$ cat config.mk
export PLATFORM = sky130hd
export DESIGN_NAME = tcp_mss_option_reducer_top
export DESIGN_NICKNAME = d
export VERILOG_FILES = /design/src/hdl/tmor_pkg.sv /design/src/hdl/tmor_parser.sv /design/src/hdl/tmor_outq.sv /design/src/hdl/tcp_mss_option_reducer_top.sv
export SDC_FILE = /design/constraint.sdc
export NUM_CORES = 1
export LEC_CHECK = 0
export BUFFER_PORTS_ARGS = -buffer_cell sky130_fd_sc_hd__buf_2
export CORE_MARGIN = 2
export CORE_UTILIZATION = 54
export CTS_CLUSTER_SIZE = 30
export DETAILED_ROUTE_END_ITERATION = 8
export PLACE_DENSITY = 0.76
export SLEW_MARGIN = 20
export SYNTH_ARGS = -nofsm -noshare
export SYNTH_HDL_FRONTEND = slang
export SYNTH_SLANG_ARGS = --single-unit
$ cat constraint.sdc
create_clock -name clk -period 3.45 [get_ports clk]
set_input_delay 0.1725 -clock clk [delete_from_list [all_inputs] [get_ports clk]]
set_output_delay 0.1725 -clock clk [all_outputs]
set_load 0.02 [all_outputs]
$ cat src/hdl/tmor_pkg.sv
package tmor_pkg;

  localparam int MAX_OPTION_BYTES_DEF = 40;

  localparam logic [7:0] OPT_EOL     = 8'd0;
  localparam logic [7:0] OPT_NOP     = 8'd1;
  localparam logic [7:0] OPT_MSS     = 8'd2;
  localparam logic [7:0] MSS_OPT_LEN = 8'd4;
  localparam logic [7:0] MIN_OPT_LEN = 8'd2;

  localparam int OUTQ_DEPTH = 4;

  typedef enum logic [5:0] {
    PH_KIND   = 6'b000001,
    PH_LEN    = 6'b000010,
    PH_SKIP   = 6'b000100,
    PH_MSS_HI = 6'b001000,
    PH_MSS_LO = 6'b010000,
    PH_DONE   = 6'b100000
  } phase_t;

  typedef struct packed {
    logic [7:0] data;
    logic       last;
    logic       changed;
  } res_t;

  // up to two result beats produced by one input beat
  typedef struct packed {
    logic [1:0] n;
    res_t       r0;
    res_t       r1;
  } push_t;

endpackage

$ cat src/hdl/tmor_parser.sv
module tmor_parser import tmor_pkg::*; #(
  parameter int MAX_OPTION_BYTES = MAX_OPTION_BYTES_DEF
) (
  input  logic        clk,
  input  logic        rst_n,
  input  logic        acc,
  input  logic [7:0]  opt_byte,
  input  logic        first_byte,
  input  logic        last_byte,
  input  logic        is_tcp_syn,
  input  logic [15:0] reduce_by,
  output push_t       push
);

  localparam logic [7:0] MaxLen = 8'(MAX_OPTION_BYTES);

  phase_t      phase_r, phase_nxt;
  logic [5:0]  skip_r, skip_nxt;
  logic        mss_kind_r, mss_kind_nxt;
  logic [7:0]  held_r, held_nxt;
  logic        active_r, active_nxt;
  logic [15:0] red_r, red_nxt;

  always_comb begin
    logic [15:0] mss;
    logic        chg;
    res_t        slot [2];
    logic [1:0]  n;
    logic [5:0]  skip_dec;

    phase_nxt    = phase_r;
    skip_nxt     = skip_r;
    mss_kind_nxt = mss_kind_r;
    held_nxt     = held_r;
    active_nxt   = active_r;
    red_nxt      = red_r;
    slot[0]      = '0;
    slot[1]      = '0;
    n            = 2'd0;
    mss          = {held_r, opt_byte};
    chg          = 1'b0;
    skip_dec     = skip_r - 6'd1;

    if (first_byte) begin
      // held high byte with no low byte: flush it untouched
      if (active_r && phase_r == PH_MSS_LO) begin
        slot[0] = '{data: held_r, last: 1'b0, changed: 1'b0};
        n = 2'd1;
      end
      active_nxt   = is_tcp_syn;
      red_nxt      = reduce_by;
      phase_nxt    = PH_KIND;
      skip_nxt     = '0;
      mss_kind_nxt = 1'b0;
      held_nxt     = '0;
    end

    if (!active_nxt) begin
      slot[n[0]] = '{data: opt_byte, last: last_byte, changed: 1'b0};
      n = n + 2'd1;
    end else begin
      case (phase_nxt)
        PH_KIND: begin
          if (opt_byte == OPT_EOL) begin
            phase_nxt = PH_DONE;
          end else if (opt_byte != OPT_NOP) begin
            mss_kind_nxt = (opt_byte == OPT_MSS);
            phase_nxt = PH_LEN;
          end
          slot[n[0]] = '{data: opt_byte, last: last_byte, changed: 1'b0};
          n = n + 2'd1;
        end
        PH_LEN: begin
          if (mss_kind_nxt && opt_byte == MSS_OPT_LEN) begin
            phase_nxt = PH_MSS_HI;
          end else if (opt_byte < MIN_OPT_LEN || opt_byte > MaxLen) begin
            phase_nxt = PH_DONE;
          end else begin
            skip_nxt = 6'(opt_byte - MIN_OPT_LEN);
            phase_nxt = (opt_byte == MIN_OPT_LEN) ? PH_KIND : PH_SKIP;
          end
          slot[n[0]] = '{data: opt_byte, last: last_byte, changed: 1'b0};
          n = n + 2'd1;
        end
        PH_SKIP: begin
          skip_nxt = skip_dec;
          if (skip_dec == 6'd0) begin
            phase_nxt = PH_KIND;
          end
          slot[n[0]] = '{data: opt_byte, last: last_byte, changed: 1'b0};
          n = n + 2'd1;
        end
        PH_MSS_HI: begin
          if (last_byte) begin
            slot[n[0]] = '{data: opt_byte, last: 1'b1, changed: 1'b0};
            n = n + 2'd1;
          end else begin
            held_nxt  = opt_byte;
            phase_nxt = PH_MSS_LO;
          end
        end
        PH_MSS_LO: begin
          if (mss > red_nxt) begin
            mss = mss - red_nxt;
            chg = 1'b1;
          end
          slot[0] = '{data: mss[15:8], last: 1'b0, changed: chg};
          slot[1] = '{data: mss[7:0], last: last_byte, changed: chg};
          n = 2'd2;
          phase_nxt = PH_DONE;
        end
        default: begin
          slot[n[0]] = '{data: opt_byte, last: last_byte, changed: 1'b0};
          n = n + 2'd1;
        end
      endcase
    end

    if (last_byte) begin
      active_nxt   = 1'b0;
      phase_nxt    = PH_KIND;
      skip_nxt     = '0;
      mss_kind_nxt = 1'b0;
      held_nxt     = '0;
    end

    push.n  = acc ? n : 2'd0;
    push.r0 = slot[0];
    push.r1 = slot[1];
  end

  always_ff @(posedge clk) begin
    if (!rst_n) begin
      phase_r    <= PH_KIND;
      skip_r     <= '0;
      mss_kind_r <= 1'b0;
      held_r     <= '0;
      active_r   <= 1'b0;
      red_r      <= '0;
    end else if (acc) begin
      phase_r    <= phase_nxt;
      skip_r     <= skip_nxt;
      mss_kind_r <= mss_kind_nxt;
      held_r     <= held_nxt;
      active_r   <= active_nxt;
      red_r      <= red_nxt;
    end
  end

`ifndef NO_ASSERTIONS
  // a beat that yields nothing is always a held MSS high byte
  a_silent_holds: assert property (@(posedge clk) disable iff (!rst_n)
    (acc && push.n == 2'd0) |=> (phase_r == PH_MSS_LO))
    else $error("silent beat without held MSS high byte");

  // the rewritten low byte never comes without its high byte rewritten
  a_chg_pair: assert property (@(posedge clk) disable iff (!rst_n)
    (push.n == 2'd2 && push.r1.changed) |-> push.r0.changed)
    else $error("changed low byte without changed high byte");

  a_idle_after_last: assert property (@(posedge clk) disable iff (!rst_n)
    (acc && last_byte) |=> (!active_r && phase_r == PH_KIND))
    else $error("walk state not cleared after last beat");
`endif

endmodule

$ cat src/hdl/tmor_outq.sv
module tmor_outq import tmor_pkg::*; (
  input  logic       clk,
  input  logic       rst_n,
  input  push_t      push,
  output logic       room,
  output logic       out_valid,
  input  logic       out_ready,
  output logic [7:0] out_byte,
  output logic       out_last,
  output logic       out_changed
);

  localparam int PtrW = $clog2(OUTQ_DEPTH);
  localparam int CntW = $clog2(OUTQ_DEPTH + 1);
  localparam logic [CntW-1:0] RoomMax = CntW'(OUTQ_DEPTH - 2);

  res_t mem [OUTQ_DEPTH];

  logic [PtrW-1:0] wr_r, wr_nxt, rd_r, rd_nxt;
  logic [CntW-1:0] cnt_r, cnt_nxt;
  logic            pop;
  res_t            head;

  assign pop       = out_valid && out_ready;
  assign out_valid = (cnt_r != '0);
  assign head      = mem[rd_r];
  assign out_byte    = head.data;
  assign out_last    = head.last;
  assign out_changed = head.changed;
  // room for a full two-beat push
  assign room = (cnt_r <= RoomMax);

  always_comb begin
    wr_nxt  = wr_r + PtrW'(push.n);
    rd_nxt  = rd_r + PtrW'(pop);
    cnt_nxt = cnt_r + CntW'(push.n) - CntW'(pop);
  end

  always_ff @(posedge clk) begin
    if (push.n != 2'd0) begin
      mem[wr_r] <= push.r0;
    end
    if (push.n == 2'd2) begin
      mem[wr_r + PtrW'(1)] <= push.r1;
    end
  end

  always_ff @(posedge clk) begin
    if (!rst_n) begin
      wr_r  <= '0;
      rd_r  <= '0;
      cnt_r <= '0;
    end else begin
      wr_r  <= wr_nxt;
      rd_r  <= rd_nxt;
      cnt_r <= cnt_nxt;
    end
  end

`ifndef NO_ASSERTIONS
  a_no_overflow: assert property (@(posedge clk) disable iff (!rst_n)
    (push.n != 2'd0) |-> room)
    else $error("push into queue without room");

  a_cnt_bound: assert property (@(posedge clk) disable iff (!rst_n)
    cnt_r <= CntW'(OUTQ_DEPTH))
    else $error("queue count out of range");

  a_ptr_gap: assert property (@(posedge clk) disable iff (!rst_n)
    (cnt_r != CntW'(OUTQ_DEPTH)) |-> (PtrW'(wr_r - rd_r) == PtrW'(cnt_r)))
    else $error("queue pointers disagree with count");
`endif

endmodule

$ cat src/hdl/tcp_mss_option_reducer_top.sv
// channel  direction  handshake             payload
// in_      input      in_valid/in_ready     in_opt_byte, in_first_byte, in_last_byte,
//                                           in_is_tcp_syn, in_reduce_by
// out_     output     out_valid/out_ready   out_byte, out_last, out_changed
//
// One input beat per cycle while in_ready is high; the options parser updates its state
// in the accepting cycle and pushes 0, 1 or 2 result beats into a 4-entry queue.
// A result is registered in the queue and can be taken in the cycle after its input beat at the earliest.
// in_ready drops only when the queue lacks room for two beats.
// rst_n is synchronous, active low, and empties the queue and the walk state.
module tcp_mss_option_reducer_top import tmor_pkg::*; #(
  parameter int MAX_OPTION_BYTES = MAX_OPTION_BYTES_DEF
) (
  input  logic        clk,
  input  logic        rst_n,
  input  logic        in_valid,
  output logic        in_ready,
  input  logic [7:0]  in_opt_byte,
  input  logic        in_first_byte,
  input  logic        in_last_byte,
  input  logic        in_is_tcp_syn,
  input  logic [15:0] in_reduce_by,
  output logic        out_valid,
  input  logic        out_ready,
  output logic [7:0]  out_byte,
  output logic        out_last,
  output logic        out_changed
);

  push_t push;
  logic  room;
  logic  acc;

  assign in_ready = room;
  assign acc      = in_valid && room;

  tmor_parser #(
    .MAX_OPTION_BYTES(MAX_OPTION_BYTES)
  ) u_parser (
    .clk        (clk),
    .rst_n      (rst_n),
    .acc        (acc),
    .opt_byte   (in_opt_byte),
    .first_byte (in_first_byte),
    .last_byte  (in_last_byte),
    .is_tcp_syn (in_is_tcp_syn),
    .reduce_by  (in_reduce_by),
    .push       (push)
  );

  tmor_outq u_outq (
    .clk         (clk),
    .rst_n       (rst_n),
    .push        (push),
    .room        (room),
    .out_valid   (out_valid),
    .out_ready   (out_ready),
    .out_byte    (out_byte),
    .out_last    (out_last),
    .out_changed (out_changed)
  );

endmodule

==> metrics <==
status complete, no violations; ANT nets after route 0; maximum VDD drop 0.287 mV; Synth cell types 72; sequential cell area fraction in the yosys report 36.2%; Slew headroom 31.1%; final hold violation count 0; Ys Warns 0; Clock Tree Root clkbuf_8; final setup fails 0; clock sinks 85; Non-Filler Instances 778; Rows 37; WL/cell 18.9 um; clock network fraction of total power 22.5%; Slew @ Worst Pin 1030 ps; Synth Area per Inst 9.84 um2; Num CTS Buffers 9; pin count of the biggest net entering global routing 44; Post-Synth Simple-Gate Area 17.2%; post-synthesis mux area share 13.4%; port bufs 42; Final min period 3320 ps; top_reg_cell synth dfxtp_1; Slew Limit Fails 0; DRC 0; CTS tree built; Synth async-reset ratio 0%; FF+latch count, synth 85; Sequential Power Share 43.1%; Max Root-Sink Buffers 2; Synth Net Count 652; gr usage total 26.6%; Layout Skew 16.6 ps; RSZ-0062 raised after global routing false; EDFF count, synth 40; initial antenna violation count 0; synthesized area 0.00581 mm2; post-DR vias/cell 6.37; die area 0.0116 mm2; CP endpoint kind flip-flop; core area 0.0104 mm2; layout cells sized above 1 19.3%; P per Cell Area 465 mW/mm2; total number of vias 4,959; final net count 699; WP data required 3560 ps; largest family of logic cells by synthesized area compound AO/OA/AOI/OAI gates; global placement routability congestion 1.02; # Max-Cap Violations 0; critical path type flip-flop to flip-flop; Worst-Skew Late Latency 380 ps; Detailed Place HPWL 11.0 mm; GR Overflow Total 0; Max Fanout on Critical Path 13; Fmax achieved 301 MHz; period utilisation layout 96.2%; area delta synth->final 10.6%; first-pass GRT wire length 23.8 mm; Gate power share 34.4%; post-synthesis xor/xnor area fraction 3.02%; clock slew at reported path FFs 100 ps; TritonRoute pass-1 iters 6; internal power 0.00188 W; crit start category flip-flop; Initial Util 56.0%; die height 108 um; Worst EP arrival 3430 ps; IO Count 43; P_leak 2.67 nW; Sequential Area 0.00210 mm2; Compound-Gate Fraction of Synth Area 19.4%; drt total wl 14.7 mm; DRT iter0 DRCs 540; Die Wd 108 um; adder-cell share of the synthesized area 6.94%; cts hold-fix bufs 0; area of the multi-input gates 0.00349 mm2; Synth Instances 590; Sw Ratio 36.8%; vias in the first global route 4,764; Inst Count DP 762; FILL cells 900; Sw Pwr 0.00110 W; antenna diode count 0; H-tree levels 3; HP Class input port to flip-flop; Fin Setup TNS 0 ps
cells by family after synthesis:
logic type / after synthesis
simple gates: 189
compound gates: 148
flops: 85
mux: 63
buf+inv: 54
fa+ha+maj: 31
xor+xnor: 20
cell usage in the layout, fill, tap and decap left out, drive strengths merged, types with 10 or more instances in the layout:
master / instances
nor3: 15
o211a: 17
and2: 14
inv: 26
xnor2: 10
nand3: 14
o21ai: 22
a21oi: 21
nor2: 33
edfxtp: 40
a22oi: 13
nand2: 59
nor2b: 14
xor2: 10
dfxtp: 45
mux2i: 39
ha: 29
mux2: 14
buf: 66
mux4: 10
clkbuf: 10
path summary, 6_finish.rpt:
kind	startpoint	to	slack, ps	cells after the start
max reg2reg	u_parser.red_r[0]$_SDFFE_PN0P_	u_outq.mem[3][4]$_DFFE_PP_	130	12
min reg2reg	u_parser.red_r[0]$_SDFFE_PN0P_	u_parser.red_r[0]$_SDFFE_PN0P_	500	2
min	in_reduce_by[6]	u_parser.red_r[6]$_SDFFE_PN0P_	170	4
max	u_parser.red_r[0]$_SDFFE_PN0P_	u_outq.mem[3][4]$_DFFE_PP_	130	12
power groups by stage:
| stage | Sequential (W) | Clock, W | Combinational, W |
|---|---|---|---|
| CTS | 0.00129 | 0.000674 | 0.00102 |
| global placement | 0.00130 | 0 | 0.000995 |
| global route | 0.00131 | 0.000714 | 0.00112 |
| finish | 0.00129 | 0.000670 | 0.00103 |
| floorplan | 0.00124 | 0 | 0.000791 |
| detailed placement | 0.00131 | 0 | 0.00101 |
sequential cells by signal (all words and copies together), names as in the netlist:
name	count
u_outq.mem	40
u_parser.red_r	16
u_parser.held_r	8
u_parser.phase_r	6
u_parser.skip_r	6
u_outq.cnt_r	3
u_outq.rd_r	2
u_outq.wr_r	2
u_parser.active_r	1
u_parser.mss_kind_r	1
critical path: stages (launching register included):
cell       delay (ps)
dfxtp_1           340
mux2_2            160
ha_1              160
inv_1              50
fa_1              390
nand3_1            80
nand2_1           140
a2111oi_4         420
nor2_2            130
o211a_1           390
a222oi_1          510
buf_4             210
mux2i_1            70
metrics by stage:
step	cell area (um2)	util [%]	total power (W)	hold WS [ps]	setup WS (ps)
after floorplan	5810	-	0.00203	356	66.4
after global placement	6230	60.1	0.00230	454	42.0
after detailed placement	6230	60.1	0.00233	485	3.98
after CTS	6410	61.8	0.00298	172	211
after global routing	6420	61.9	0.00315	211	5.44
final	6420	61.9	0.00298	174	132
layout make-up:
class | instances | area share [%]
multi-input combinational | 451 | 54.4
clock buffer | 10 | 1.99
sequential | 85 | 32.7
clock inverter | 6 | 0.741
timing repair buffer | 66 | 6.08
inverter | 24 | 1.40
tap | 136 | 2.65
cell usage after synthesis (5+ instances only):
library cell,instances,share of area [%]
xnor2_1,10,1.5
nand3_1,14,1.2
clkbuf_1,20,1.3
a21oi_1,21,1.8
mux2_2,14,2.7
a22o_1,9,1.4
nor2b_1,14,1.5
nand2_1,59,3.8
and2_1,12,1.3
edfxtp_1,40,21
nor3_1,13,1.1
o22ai_1,9,0.97
dfxtp_1,45,16
xor2_1,10,1.5
and3_1,7,0.75
a21boi_0,6,0.78
o21ai_0,19,1.6
inv_1,23,1.5
o31ai_1,5,0.65
o211a_1,17,2.9
mux2i_1,38,6.6
a31oi_1,7,0.75
mux4_2,10,3.9
ha_1,29,6.3
nor2_1,31,2.0
a22oi_1,13,1.7
buf_2,7,0.60
layer usage:
metal / up-vias / track usage, % / share of wire (%)
li1: 2327 / - / -
met1: 2376 / 34.5 / 42
met4: 0 / 10.3 / 3.0
met5: - / 0 / 0
met2: 214 / 44.8 / 48
met3: 42 / 3.69 / 6.3
timing repair:
action | in CTS | in global routing
gates resized for setup | 0 | 3
hold endpoints to repair | 0 | 0
buffers inserted | 0 | 0
setup endpoints to repair | 0 | 18
No activity file was read; power rests on OpenSTA's default activity.
